`src/design/delayed_task_queue_top_macros.svh`:
```
// Assertion macros used by the top design file.
`ifndef DELAYED_TASK_QUEUE_TOP_MACROS_SVH
`define DELAYED_TASK_QUEUE_TOP_MACROS_SVH
// Assert an implication on every clock, reset masked.
`define DTQ_ASSERT_IMP(label, clk, rst, ante, cons, msg) \
   label: assert property (@(posedge clk) disable iff (rst) (ante) |-> (cons)) else $error(msg);
// Assert an implication on the next clock.
`define DTQ_ASSERT_NEXT(label, clk, rst, ante, cons, msg) \
   label: assert property (@(posedge clk) disable iff (rst) (ante) |=> (cons)) else $error(msg);
`endif

```
`src/design/dtq_pkg.sv`:
```
// ----------------------------------------------------------------------------
// dtq_pkg
// Types and constants of the delayed task queue.
// ----------------------------------------------------------------------------
package dtq_pkg;
   localparam int READY_DEPTH = 32;
   localparam int HEAP_DEPTH  = 16;
   localparam int TIME_BITS   = 32;
   localparam int TASK_BITS   = 16;
   localparam int IVAL_BITS   = 24;
   localparam int ORDER_BITS  = 16;
   localparam int MAX_RESULTS = 32;
   localparam int RA_BITS     = $clog2(READY_DEPTH);
   localparam int HA_BITS     = $clog2(HEAP_DEPTH);
   localparam int ENTRY_BITS  = TASK_BITS + IVAL_BITS;
   localparam int NODE_BITS   = TIME_BITS + ORDER_BITS + ENTRY_BITS;

   localparam logic [2:0] CMD_POST     = 3'd0;
   localparam logic [2:0] CMD_DELAYED  = 3'd1;
   localparam logic [2:0] CMD_PERIODIC = 3'd2;
   localparam logic [2:0] CMD_POLL     = 3'd3;
   localparam logic [2:0] CMD_TICK     = 3'd4;
   localparam logic [2:0] CMD_SHUTDOWN = 3'd5;

   localparam logic [1:0] ST_OK      = 2'd0;
   localparam logic [1:0] ST_DROPPED = 2'd1;
   localparam logic [1:0] ST_IGNORED = 2'd2;

   typedef struct packed {
      logic [2:0]  command;
      logic [15:0] task_id;
      logic [23:0] delay_ticks;
      logic [5:0]  max_count;
      logic        unlimited;
   } req_type;

   typedef struct packed {
      logic [15:0] out_task;
      logic        task_valid;
      logic        periodic;
      logic        last;
      logic [5:0]  executed_count;
      logic [1:0]  status;
      logic        queues_empty;
   } rsp_type;

   // Heap node: due time, insertion order, entry (task above interval).
   typedef struct packed {
      logic [TIME_BITS-1:0]  due;
      logic [ORDER_BITS-1:0] order;
      logic [ENTRY_BITS-1:0] entry;
   } node_type;

   // Strict ordering of heap nodes.
   function automatic logic node_less(node_type a, node_type b);
      logic r;
      if (a.due != b.due) r = a.due < b.due;
      else r = a.order < b.order;
      return r;
   endfunction

   // Due time with saturation.
   function automatic logic [TIME_BITS-1:0] due_after(logic [TIME_BITS-1:0] now,
                                                     logic [IVAL_BITS-1:0] dly);
      logic [TIME_BITS:0] s;
      s = {1'b0, now} + (TIME_BITS+1)'(dly);
      return s[TIME_BITS] ? {TIME_BITS{1'b1}} : s[TIME_BITS-1:0];
   endfunction
endpackage

```
`src/design/dtq_ram.sv`:
```
// ----------------------------------------------------------------------------
// dtq_ram
// Generic single-port-write, single-port-read RAM with registered read.
// ----------------------------------------------------------------------------
module dtq_ram #(
   parameter int WIDTH = 8,
   parameter int DEPTH = 16
) (
   input  logic                     clock,
   input  logic                     wr_en,
   input  logic [$clog2(DEPTH)-1:0] wr_addr,
   input  logic [WIDTH-1:0]         wr_data,
   input  logic [$clog2(DEPTH)-1:0] rd_addr,
   output logic [WIDTH-1:0]         rd_data
);
   logic [WIDTH-1:0] mem_ff [DEPTH];
   logic [WIDTH-1:0] rd_ff;

   always_ff @(posedge clock) begin
      if (wr_en) mem_ff[wr_addr] <= wr_data;
      rd_ff <= mem_ff[rd_addr];
   end

   assign rd_data = rd_ff;
endmodule

```
`src/design/delayed_task_queue_top.sv`:
```
// ----------------------------------------------------------------------------
// delayed_task_queue_top
// Ready FIFO plus delayed min-heap, both held in synchronous RAM.
// ----------------------------------------------------------------------------
// Usage: post, schedule, tick and shutdown each take one request beat and give
// one response beat. A heap insert sifts up one level at a time (read parent,
// compare and write back). A poll first moves each due heap root into the
// FIFO; every removal sifts down one level at a time (read left child, read
// right child, compare and write back) through the single heap read port. It
// then hands out tasks one by one through the FIFO RAM read port, waiting
// while a shown beat is held, plus a heap insert for each periodic task. One
// request is in flight at a time; the response register frees the input side
// once a beat is shown. Heap nodes and FIFO entries are not cleared on reset
// or shutdown: only the fill counts and the FIFO head are.
module delayed_task_queue_top (
   input  logic              clock,
   input  logic              reset,
   input  logic              req_valid,
   output logic              req_ready,
   input  dtq_pkg::req_type  req_data,
   output logic              rsp_valid,
   input  logic              rsp_ready,
   output dtq_pkg::rsp_type  rsp_data
);
`include "delayed_task_queue_top_macros.svh"

   // Sequencer states.
   localparam logic [4:0] S_IDLE    = 5'd0;
   localparam logic [4:0] S_DECODE  = 5'd1;
   localparam logic [4:0] S_HI_UP   = 5'd2;  // read parent for sift-up
   localparam logic [4:0] S_HI_CMP  = 5'd3;  // compare with parent
   localparam logic [4:0] S_MV_RD   = 5'd4;  // read root for due check
   localparam logic [4:0] S_MV_CHK  = 5'd5;
   localparam logic [4:0] S_PL_RD   = 5'd6;  // read last node
   localparam logic [4:0] S_PL_LAST = 5'd7;
   localparam logic [4:0] S_SD_L    = 5'd8;  // read left child
   localparam logic [4:0] S_SD_R    = 5'd9;  // read right child
   localparam logic [4:0] S_SD_CMP  = 5'd10;
   localparam logic [4:0] S_EM_RD   = 5'd11; // read FIFO head
   localparam logic [4:0] S_EM_GOT  = 5'd12;
   localparam logic [4:0] S_EM_OUT  = 5'd13; // result ready to show
   localparam logic [4:0] S_RESP    = 5'd14;
   localparam logic [4:0] S_WAIT    = 5'd15;

   localparam int RA = dtq_pkg::RA_BITS;
   localparam int HA = dtq_pkg::HA_BITS;

   logic [4:0] state_ff, state_in;
   logic [4:0] ret_ff, ret_in;           // state after a heap insert
   dtq_pkg::req_type req_ff, req_in;
   dtq_pkg::rsp_type rsp_ff, rsp_in;
   logic rsp_valid_ff, rsp_valid_in;

   logic [dtq_pkg::TIME_BITS-1:0]  time_ff, time_in;
   logic                           stopped_ff, stopped_in;
   logic [RA-1:0]                  head_ff, head_in;
   logic [RA:0]                    rfill_ff, rfill_in;
   logic [HA:0]                    hfill_ff, hfill_in;
   logic [dtq_pkg::ORDER_BITS-1:0] ictr_ff, ictr_in;

   // Working registers.
   dtq_pkg::node_type cur_ff, cur_in;    // node being sifted
   dtq_pkg::node_type lch_ff, lch_in;    // left child
   logic [HA-1:0]     idx_ff, idx_in;
   logic [5:0]        cnt_ff, cnt_in;    // tasks handed out
   logic [5:0]        lim_ff, lim_in;
   logic [dtq_pkg::ENTRY_BITS-1:0] ent_ff, ent_in;
   logic [1:0]        est_ff, est_in;

   // RAM ports.
   logic              h_we, r_we;
   logic [HA-1:0]     h_wa, h_ra;
   logic [RA-1:0]     r_wa, r_ra;
   dtq_pkg::node_type h_wd, h_rd;
   logic [dtq_pkg::ENTRY_BITS-1:0] r_wd, r_rd;

   dtq_ram #(.WIDTH(dtq_pkg::NODE_BITS), .DEPTH(dtq_pkg::HEAP_DEPTH)) u_heap (
      .clock(clock), .wr_en(h_we), .wr_addr(h_wa), .wr_data(h_wd),
      .rd_addr(h_ra), .rd_data(h_rd));

   dtq_ram #(.WIDTH(dtq_pkg::ENTRY_BITS), .DEPTH(dtq_pkg::READY_DEPTH)) u_fifo (
      .clock(clock), .wr_en(r_we), .wr_addr(r_wa), .wr_data(r_wd),
      .rd_addr(r_ra), .rd_data(r_rd));

   assign req_ready = (state_ff == S_IDLE);
   assign rsp_valid = rsp_valid_ff;
   assign rsp_data  = rsp_ff;

   logic [HA:0] lidx, ridx, pidx;
   logic [RA:0] tail_sum;
   assign lidx = {idx_ff, 1'b1};
   assign ridx = {idx_ff, 1'b0} + (HA+1)'(2);
   assign pidx = ({1'b0, idx_ff} - (HA+1)'(1)) >> 1;
   assign tail_sum = {1'b0, head_ff} + rfill_ff;

   always_comb begin
      logic [dtq_pkg::TASK_BITS-1:0] t;
      logic [dtq_pkg::IVAL_BITS-1:0] iv;
      logic fin;
      state_in = state_ff; ret_in = ret_ff; req_in = req_ff;
      rsp_in = rsp_ff; rsp_valid_in = rsp_valid_ff;
      time_in = time_ff; stopped_in = stopped_ff; head_in = head_ff;
      rfill_in = rfill_ff; hfill_in = hfill_ff; ictr_in = ictr_ff;
      cur_in = cur_ff; lch_in = lch_ff; idx_in = idx_ff; cnt_in = cnt_ff;
      lim_in = lim_ff; ent_in = ent_ff; est_in = est_ff;
      h_we = 1'b0; h_wa = idx_ff; h_wd = cur_ff; h_ra = '0;
      r_we = 1'b0; r_wa = tail_sum[RA-1:0]; r_wd = ent_ff; r_ra = head_ff;
      t = ent_ff[dtq_pkg::ENTRY_BITS-1 -: dtq_pkg::TASK_BITS];
      iv = ent_ff[dtq_pkg::IVAL_BITS-1:0];
      fin = 1'b0;

      if (rsp_valid_ff && rsp_ready) rsp_valid_in = 1'b0;

      case (state_ff)
         S_IDLE: begin
            if (req_valid) begin
               req_in = req_data;
               state_in = S_DECODE;
            end
         end
         S_DECODE: begin
            est_in = dtq_pkg::ST_OK;
            ent_in = {req_ff.task_id[dtq_pkg::TASK_BITS-1:0],
                      (req_ff.command == dtq_pkg::CMD_PERIODIC) ? req_ff.delay_ticks
                                                                : 24'd0};
            state_in = S_RESP;
            if (stopped_ff) begin
               est_in = dtq_pkg::ST_IGNORED;
            end else begin
               case (req_ff.command)
                  dtq_pkg::CMD_POST, dtq_pkg::CMD_DELAYED, dtq_pkg::CMD_PERIODIC: begin
                     if (req_ff.command == dtq_pkg::CMD_POST || req_ff.delay_ticks == '0)
                     begin
                        ent_in = {req_ff.task_id[dtq_pkg::TASK_BITS-1:0], 24'd0};
                        if (rfill_ff == (RA+1)'(dtq_pkg::READY_DEPTH)) begin
                           est_in = dtq_pkg::ST_DROPPED;
                        end else begin
                           r_we = 1'b1;
                           r_wd = {req_ff.task_id[dtq_pkg::TASK_BITS-1:0], 24'd0};
                           rfill_in = rfill_ff + 1'b1;
                        end
                     end else if (hfill_ff == (HA+1)'(dtq_pkg::HEAP_DEPTH)) begin
                        est_in = dtq_pkg::ST_DROPPED;
                     end else begin
                        cur_in.due = dtq_pkg::due_after(time_ff, req_ff.delay_ticks);
                        cur_in.order = ictr_ff;
                        cur_in.entry = ent_in;
                        ictr_in = ictr_ff + 1'b1;
                        idx_in = hfill_ff[HA-1:0];
                        hfill_in = hfill_ff + 1'b1;
                        ret_in = S_RESP;
                        state_in = S_HI_UP;
                     end
                  end
                  dtq_pkg::CMD_POLL: begin
                     cnt_in = '0;
                     lim_in = (req_ff.unlimited || req_ff.max_count > 6'd32) ? 6'd32
                                                                         : req_ff.max_count;
                     state_in = S_MV_RD;
                  end
                  dtq_pkg::CMD_TICK: time_in = time_ff + 1'b1;
                  dtq_pkg::CMD_SHUTDOWN: begin
                     stopped_in = 1'b1; head_in = '0; rfill_in = '0; hfill_in = '0;
                  end
                  default: ;
               endcase
            end
         end
         // Sift-up: node cur at idx (not yet written).
         S_HI_UP: begin
            if (idx_ff == '0) begin
               h_we = 1'b1;
               state_in = ret_ff;
            end else begin
               h_ra = pidx[HA-1:0];
               state_in = S_HI_CMP;
            end
         end
         S_HI_CMP: begin
            h_we = 1'b1;
            if (dtq_pkg::node_less(cur_ff, h_rd)) begin
               h_wd = h_rd;
               idx_in = pidx[HA-1:0];
               state_in = S_HI_UP;
            end else begin
               state_in = ret_ff;
            end
         end
         // Move due entries into the FIFO.
         S_MV_RD: begin
            h_ra = '0;
            if (hfill_ff == '0 || rfill_ff == (RA+1)'(dtq_pkg::READY_DEPTH))
               state_in = S_EM_RD;
            else
               state_in = S_MV_CHK;
         end
         S_MV_CHK: begin
            if (h_rd.due <= time_ff) begin
               r_we = 1'b1;
               r_wd = h_rd.entry;
               rfill_in = rfill_ff + 1'b1;
               hfill_in = hfill_ff - 1'b1;
               state_in = S_PL_RD;
            end else begin
               state_in = S_EM_RD;
            end
         end
         S_PL_RD: begin
            h_ra = hfill_ff[HA-1:0];
            idx_in = '0;
            state_in = (hfill_ff == '0) ? S_MV_RD : S_PL_LAST;
         end
         S_PL_LAST: begin
            cur_in = h_rd;
            state_in = S_SD_L;
         end
         // Sift-down of cur from idx.
         S_SD_L: begin
            if (lidx >= hfill_ff) begin
               h_we = 1'b1;
               state_in = S_MV_RD;
            end else begin
               h_ra = lidx[HA-1:0];
               state_in = S_SD_R;
            end
         end
         S_SD_R: begin
            lch_in = h_rd;
            h_ra = ridx[HA-1:0];
            state_in = S_SD_CMP;
         end
         S_SD_CMP: begin
            h_we = 1'b1;
            if (ridx < hfill_ff && dtq_pkg::node_less(h_rd, lch_ff)
                && dtq_pkg::node_less(h_rd, cur_ff)) begin
               h_wd = h_rd;
               idx_in = ridx[HA-1:0];
               state_in = S_SD_L;
            end else if (dtq_pkg::node_less(lch_ff, cur_ff)) begin
               h_wd = lch_ff;
               idx_in = lidx[HA-1:0];
               state_in = S_SD_L;
            end else begin
               state_in = S_MV_RD;
            end
         end
         // Hand out tasks.
         S_EM_RD: begin
            r_ra = head_ff;
            if (rfill_ff == '0 || cnt_ff >= lim_ff) begin
               if (cnt_ff == '0) begin
                  est_in = dtq_pkg::ST_OK;
                  state_in = S_RESP;
               end else begin
                  state_in = S_IDLE;
               end
            end else begin
               state_in = S_EM_GOT;
            end
         end
         S_EM_GOT: begin
            ent_in = r_rd;
            head_in = head_ff + 1'b1;
            rfill_in = rfill_ff - 1'b1;
            est_in = dtq_pkg::ST_OK;
            state_in = S_EM_OUT;
            if (r_rd[dtq_pkg::IVAL_BITS-1:0] != '0) begin
               if (hfill_ff == (HA+1)'(dtq_pkg::HEAP_DEPTH)) begin
                  est_in = dtq_pkg::ST_DROPPED;
               end else begin
                  cur_in.due = dtq_pkg::due_after(time_ff, r_rd[dtq_pkg::IVAL_BITS-1:0]);
                  cur_in.order = ictr_ff;
                  cur_in.entry = r_rd;
                  ictr_in = ictr_ff + 1'b1;
                  idx_in = hfill_ff[HA-1:0];
                  hfill_in = hfill_ff + 1'b1;
                  ret_in = S_EM_OUT;
                  state_in = S_HI_UP;
               end
            end
         end
         S_EM_OUT: begin
            if (!rsp_valid_ff || rsp_ready) begin
               fin = (rfill_ff == '0) || (cnt_ff + 6'd1 >= lim_ff);
               rsp_valid_in = 1'b1;
               rsp_in.out_task = 16'(t);
               rsp_in.task_valid = 1'b1;
               rsp_in.periodic = (iv != '0);
               rsp_in.last = fin;
               rsp_in.executed_count = fin ? cnt_ff + 6'd1 : 6'd0;
               rsp_in.status = est_ff;
               rsp_in.queues_empty = (rfill_ff == '0) && (hfill_ff == '0);
               cnt_in = cnt_ff + 6'd1;
               state_in = S_EM_RD;
            end
         end
         S_RESP: begin
            if (!rsp_valid_ff || rsp_ready) begin
               rsp_valid_in = 1'b1;
               rsp_in = '0;
               rsp_in.last = 1'b1;
               rsp_in.status = est_ff;
               rsp_in.queues_empty = (rfill_ff == '0) && (hfill_ff == '0);
               state_in = S_IDLE;
            end
         end
         default: state_in = S_IDLE;
      endcase
   end

   always_ff @(posedge clock) begin
      if (reset) begin
         state_ff <= S_IDLE;
         rsp_valid_ff <= 1'b0;
         time_ff <= '0; stopped_ff <= 1'b0; head_ff <= '0;
         rfill_ff <= '0; hfill_ff <= '0; ictr_ff <= '0;
      end else begin
         state_ff <= state_in;
         rsp_valid_ff <= rsp_valid_in;
         time_ff <= time_in; stopped_ff <= stopped_in; head_ff <= head_in;
         rfill_ff <= rfill_in; hfill_ff <= hfill_in; ictr_ff <= ictr_in;
      end
      ret_ff <= ret_in; req_ff <= req_in; rsp_ff <= rsp_in;
      cur_ff <= cur_in; lch_ff <= lch_in; idx_ff <= idx_in;
      cnt_ff <= cnt_in; lim_ff <= lim_in; ent_ff <= ent_in; est_ff <= est_in;
   end

   // Check: fills never exceed depth; a stalled beat holds; shutdown empties the stores.
   `DTQ_ASSERT_IMP(a_rfill, clock, reset, 1'b1,
      rfill_ff <= (RA+1)'(dtq_pkg::READY_DEPTH), "ready fill overflow")
   `DTQ_ASSERT_IMP(a_hfill, clock, reset, 1'b1,
      hfill_ff <= (HA+1)'(dtq_pkg::HEAP_DEPTH), "heap fill overflow")
   `DTQ_ASSERT_NEXT(a_rsphold, clock, reset, rsp_valid_ff && !rsp_ready,
      rsp_valid_ff && $stable(rsp_ff), "response beat not held")
   `DTQ_ASSERT_IMP(a_stopempty, clock, reset, stopped_ff,
      rfill_ff == '0 && hfill_ff == '0, "stores not empty after shutdown")
endmodule
```
`config.mk`:
```
export PLATFORM = sky130hd
export DESIGN_NAME = delayed_task_queue_top
export DESIGN_NICKNAME = d
export VERILOG_FILES = /design/src/design/dtq_pkg.sv /design/src/design/dtq_ram.sv /design/src/design/delayed_task_queue_top.sv
export VERILOG_INCLUDE_DIRS = /design/src /design/src/design
export SDC_FILE = /design/constraint.sdc
export NUM_CORES = 2
export LEC_CHECK = 0
export BUFFER_PORTS_ARGS = -buffer_cell sky130_fd_sc_hd__buf_4
export CORE_ASPECT_RATIO = 0.6
export CORE_MARGIN = 5
export CORE_UTILIZATION = 50
export DETAILED_ROUTE_END_ITERATION = 10
export HOLD_SLACK_MARGIN = 0.15
export PLACE_DENSITY = 0.63
export REMOVE_ABC_BUFFERS = 1
export SLEW_MARGIN = 20
export SYNTH_ARGS = -nofsm -noshare
export SYNTH_HDL_FRONTEND = slang
export SYNTH_SLANG_ARGS = --single-unit
```
`constraint.sdc`:
```
create_clock -name clock -period 16.42 [get_ports clock]
set_clock_uncertainty 0.1 [all_clocks]
set_input_delay 2.463 -clock clock [delete_from_list [all_inputs] [get_ports clock]]
set_output_delay 2.463 -clock clock [all_outputs]
set_load 0.01 [all_outputs]
```
* Word level (Yosys, flattened, before mapping) *
Memories as Yosys holds them, arrays and structs flattened. A register that Yosys moved wholly into a read port is not among the register bits.
Cells that the tools add are included.

operators by class
  mux-type cells = 129
  add/subtract/negate cells = 13
  bitwise gates (word level) = 1
  eq/ne operators = 45
  order comparisons = 14
  reductions and logical operators = 44

operators with widths
  operator                 number
  $mux W88                 9
  $pmux W88 S3             1
  $mux W40                 5
  $pmux W88 S2             1
  $pmux W40 S2             2
  $lt A32 B32 Y1           4
  $ne A32 B32 Y1           4
  $mux W24                 4
  $mux W5                  19
  $mux W4                  21
  $mux W16                 5
  $pmux W5 S15             1
  $add A32 B24 Y33         2
  $lt A16 B16 Y1           4
  $mux W32                 2
  $mux W28                 2
  $pmux W28 S2             1
  $mux W6                  8
  $reduce_bool A24 Y1      2
  $eq A5 B4 Y1 const B     7
  $add A32 B1 Y32 const B  1
  $le A32 B32 Y1           1
  $pmux W16 S2             1
  $pmux W5 S2              3
  55 further kinds         136

word-level totals
  output and inout port bits = 30
  input bits = 54
  memories = 2
  bits in writable memories = 2688
  logic and storage cells = 280
  flip-flop bits (word level) = 388

memory list
  memory         depth  bits a word  rd ports  clocked after memory_dff  wr ports  RTL line       text
  u_heap.mem_ff  16     88           1         1                         1         dtq_ram.sv:16  logic [WIDTH-1:0] mem_ff [DEPTH];
  u_fifo.mem_ff  32     40           1         1                         1         dtq_ram.sv:16

* Logic depth before layout (Yosys ltp) *
  word-level depth = 10
  gate-level depth with buffers = 15
  depth with buffers taken out = 12

* Cells and area by module *
A second synthesis with hierarchy kept.

second synthesis, totals
  cell total of the unflattened synthesis = 7710
  area, all modules = 130551.5 um2

by module, submodules not included
  module                  instances  seq. area each (um2)  cells an instance  area each (um2)
  dtq_ram (u_heap)        1          44042.2               2256               54354.6
  dtq_ram (u_fifo)        1          39237.6               2813               50564.7
  delayed_task_queue_top  1          10830.4               2641               25632.1

* Least setup slack after synthesis *
Ideal clock, no wire load.

  path kind = register -> register
  start point = register state_ff[1]
  end point = register cur_ff[0] (netlist name) (enable)
  period minus slack after synthesis = 9421 ps
  library setup time = 665 ps
  arrival time = 8656 ps
  buffers on the path = 2
  data required time = 15655 ps
  cell stages (with the launch flop) = 8
  path slack = 6999 ps
  cells stage by stage = dfxtp_1 buf_2 nor2_1 nand2_1 clkbuf_1 nand2_1 nand2_1 a211oi_1

on the way
  word-level cells in the longest chain between the ends = 3
  elaborated cells on any way between the ends = 11
  those cells by class = 9 x eq/ne; 2 x reduce/logical

RTL lines
  item                                                          RTL line                       text
  start: declaration                                            delayed_task_queue_top.sv:48   logic [4:0] state_ff, state_in;
  start signal: assignment                                      delayed_task_queue_top.sv:318  state_ff <= state_in;
  $eq A5 B1 Y1 (tied with other cells)                          delayed_task_queue_top.sv:114  case (state_ff)
  $ne A2 B2 Y1 (no line) or $reduce_bool A3 Y1 (tied branches)  --
  $reduce_and A7 Y1 (no line) *                                 --
  end signal: assignment                                        delayed_task_queue_top.sv:324  cur_ff <= cur_in; lch_ff <= lch_in; idx_ff <= idx_in;
  end: declaration                                              delayed_task_queue_top.sv:62   dtq_pkg::node_type cur_ff, cur_in;

Every way passes the cells marked *; elsewhere a longest branch is shown, timed or not.
A chain may end at the register's enable or synchronous reset.

* Final worst setup path *
  start point = register hfill_ff[3]
  end point = register u_heap.rd_ff[83], in the netlist u_heap.rd_data[83], read port of u_heap.mem_ff

on the way
  word-level cells in the longest chain between the ends = 3

RTL lines
  item                      RTL line                       text
  start: declaration        delayed_task_queue_top.sv:58   logic [HA:0] hfill_ff, hfill_in;
  start signal: assignment  delayed_task_queue_top.sv:321  rfill_ff <= rfill_in; hfill_ff <= hfill_in; ictr_ff <= ictr_in;
  $ge A5 B5 Y1              delayed_task_queue_top.sv:219  if (lidx >= hfill_ff) begin
  $mux W4                   delayed_task_queue_top.sv:219
  $pmux W4 S4 *             delayed_task_queue_top.sv:114
  end: declaration          dtq_ram.sv:17                  logic [WIDTH-1:0] rd_ff;

Marks and branches as above.

==> flow_summary.yaml <==
logic_synthesis:
  synth_xor_area_frac: 0.00636
  largest_area_contributor_in_the_netlist: "edfxtp_1"
  mapped_cell_area_um2: 132000
  synth_top_cells_by_area: "edfxtp_1, mux4_2, dfxtp_1"
  asyncSetResetFlopFracSynth: 0
  synth.distinct_cells: 75
  synth_seq_area_share: 0.712
  yosysTopAreaCellShare: 0.682
  synthAdderAreaFrac: 0.0250
  synthesis.instances: 8559
  yosys_warn_count: 0
  synth-edff-count: 3002
  synth.most_common_cell: "edfxtp_1"
  yosys_most_used_dff: "edfxtp_1"
  main_combinational_cell_family_by_area_after_synthesis: "compound AO/OA/AOI/OAI gates"
  muxShareOfSynthArea: 0.0718
  post_synth_simple_gate_area: 0.0722
  synth_seq_cells: 3200
  synth_compound_area_frac: 0.0906
  netlist_top_cells_count: "edfxtp_1, nand2_1, a211oi_1"
  synth.avg_cell_area_um2: 15.4
clock_network:
  number_of_buffers_inserted_for_hold_repair_after_clock_tree_synthesis: 0
  post-cts-setup-buffer-count: 0
  clock_path_buffers: 4
  postCtsResizedCells: 0
  cts-htree-levels: 5
  cts_inserted_buffers: 295
  cts_root_buffer: "clkbuf_16"
  clock_latency_ns: 0.88
  clock_tree_from_tritoncts: "done"
  clkSinkCount: 3200
  cts.reportedPaths.clkPinSlew_ns: 0.07
die:
  placementRows: 146
  fp.dieH_um: 408
  die_area_um2: 275000
  boundary_pins: 84
  floorplan.initialDensity: 0.502
  core_um2: 263000
  die_w_um: 674
finish:
  multi_input_comb_area_um2: 36100
  ff_latch_area_um2: 94100
  finish.net_count: 8942
  fillCellCount: 20700
  area_growth_syn_to_fin_pct: 11.4
  fraction_of_layout_cells_with_a_size_suffix_above_1: 0.144
drt:
  detail_route.iter0.violations: 11600
  detail_route.first_pass.iterations: 7
  wl_per_cell_um: 30.3
  drtAntennaViolNets: 0
  routed_wirelength_um: 376000
  drc: 0
  dr_total_vias: 79500
  dr_vias_cell: 6.41
critical_path:
  critical-path-max-stage-delay_ns: 0.94
  worst_path_dominant_cell_family: "buffers and inverters"
  crit_type: "flop to flop"
  path_common_cell: "a21oi_1"
  endpoint_kind_of_the_worst_setup_timing_path: "flop"
  critical_path.cell_chain: "inv_1, ha_1, a21o_1, a21oi_1, nand4_1, o211ai_1, buf_12, buf_12, buf_4, buf_4, and2_1, a211oi_1, a31oi_1, a21oi_1, a21oi_1"
  timing.critical_path.required_ns: 17.04
  critical_path_arrival_ns: 7.82
  path_max_fanout: 206
  cpMaxStageDelayCell: "buf_4"
  critical_path.n_buffers_inverters: 5
  critPathLaunchType: "flop"
place:
  gp_congestion: 0.929
  dp.final_hpwl_um: 216000
  detailedPlace.worstSlack_ns: 9.42
  port_buffers: 83
timing:
  setup_viol: 0
  timing.slew.headroom: 0.0864
  final-hold-violation-count: 0
  fin_crit_sh: 0.439
  clock.fmax_ghz: 0.139
  post-route-min-period_ns: 7.21
  rsz0062_at_grt: "false"
  finalMaxSlewViolations: 0
  worst_slew_pin_slew_ns: 1.36
  post-route-worst-setup-slack_ns: 9.21
global_routing:
  via_count_of_the_first_global_routing_pass: 75600
  grt_first_pass_wirelength_um: 537000
  initial_antenna_violation_count: 13
  pin_count_of_the_biggest_net_entering_global_routing: 207
  track_usage: 0.266
  grt_overflow: 0
outcome:
  run_status: "completed"
run:
  maxCapViolations: 0
power_and_ir_drop:
  power.static_leakage_nw: 47.7
  vdd_ir_drop_max_uv: 175
  totalPowerFinal_mw: 23.0
  power_density_nw_per_um2: 156
worst_hold_path:
  worstHoldPathType: "flop to flop"
final timing paths:
path	from	end	slack, ns	depth (start not counted)
max	hfill_ff[3]	u_heap.rd_data[83]	9.21	15
min reg2reg	u_heap.rd_data[56]	lch_ff[56]	0.34	0
min	u_heap.rd_data[56]	lch_ff[56]	0.34	0
max reg2reg	hfill_ff[3]	u_heap.rd_data[83]	9.21	15
sequential cells by signal (all words and copies together) (netlist names), 2 cells and up:
name	cells
lch_ff	88
u_heap.rd_data	88
cnt_ff	6
lim_ff	6
rsp_data	28
ictr_ff	16
rfill_ff	6
ent_ff	40
ret_ff	2
u_fifo.mem_ff	1280
u_heap.mem_ff	1408
est_ff	2
h_wa	4
u_fifo.rd_data	40
state_ff	4
req_ff	50
head_ff	5
time_ff	32
cur_ff	88
hfill_ff	5
routing by layer:
layer,up-vias,GRT usage,wire length [µm]
li1,33700,-,-
met1,41000,0.423,168000
met2,4286,0.372,158000
met3,536,0.0611,40400
met4,4,0.0649,9690
met5,-,0,23
layout make-up:
class	count	share of cell area
diodes	7	0.000119
clock buffers	407	0.0551
clock inverters	117	0.00840
inverters	224	0.00573
multi-input cells	4617	0.245
flip-flops and latches	3200	0.640
well taps	3552	0.0302
repair buffers	288	0.0159
stage by stage:
stage                     instance area [µm²]   util  std cells  setup TNS [ns]  hold slack [ns]
after detailed placement               138000  0.522      11900               0            0.331
after floorplan                        130000      -       8041        -3015.98            0.300
after global routing                   147000  0.559      12400               0            0.351
after CTS                              147000  0.558      12400               0            0.335
final                                  147000  0.559      12400               0            0.337
after global placement                 138000  0.522      11900               0            0.343
cells in the final DEF (no fill, tap or decap), drive strengths merged, types with 209 or more instances in the layout:
master,synthesis,layout
clkbuf,423,407
and2,386,386
a211oi,491,491
ha,259,259
a311oi,209,209
a21oi,339,339
nand2,999,999
edfxtp,3002,3002
buf,95,288
inv,224,235
o21ai,223,223
nor2,309,309
mux4,400,400
power by group:
group / internal [mW] / switching, mW / leakage, nW
Clock: 3.83 / 2.99 / 4.56
Combinational: 1.49 / 3.76 / 14.3
Sequential: 10.3 / 0.569 / 28.8
Total: 15.7 / 7.32 / 47.7
cell families (layout without fill, tap and decap cells):
logic type      after synthesis  after routing
compound gates             1742           1742
buf+inv                     742           1036
simple gates               2075           2075
flops                      3200           3200
xor+xnor                     96             96
fa+ha+maj                   262            262
other cells                   0              7
mux                         442            442
Note: power is estimated with default switching activity, not from simulation.
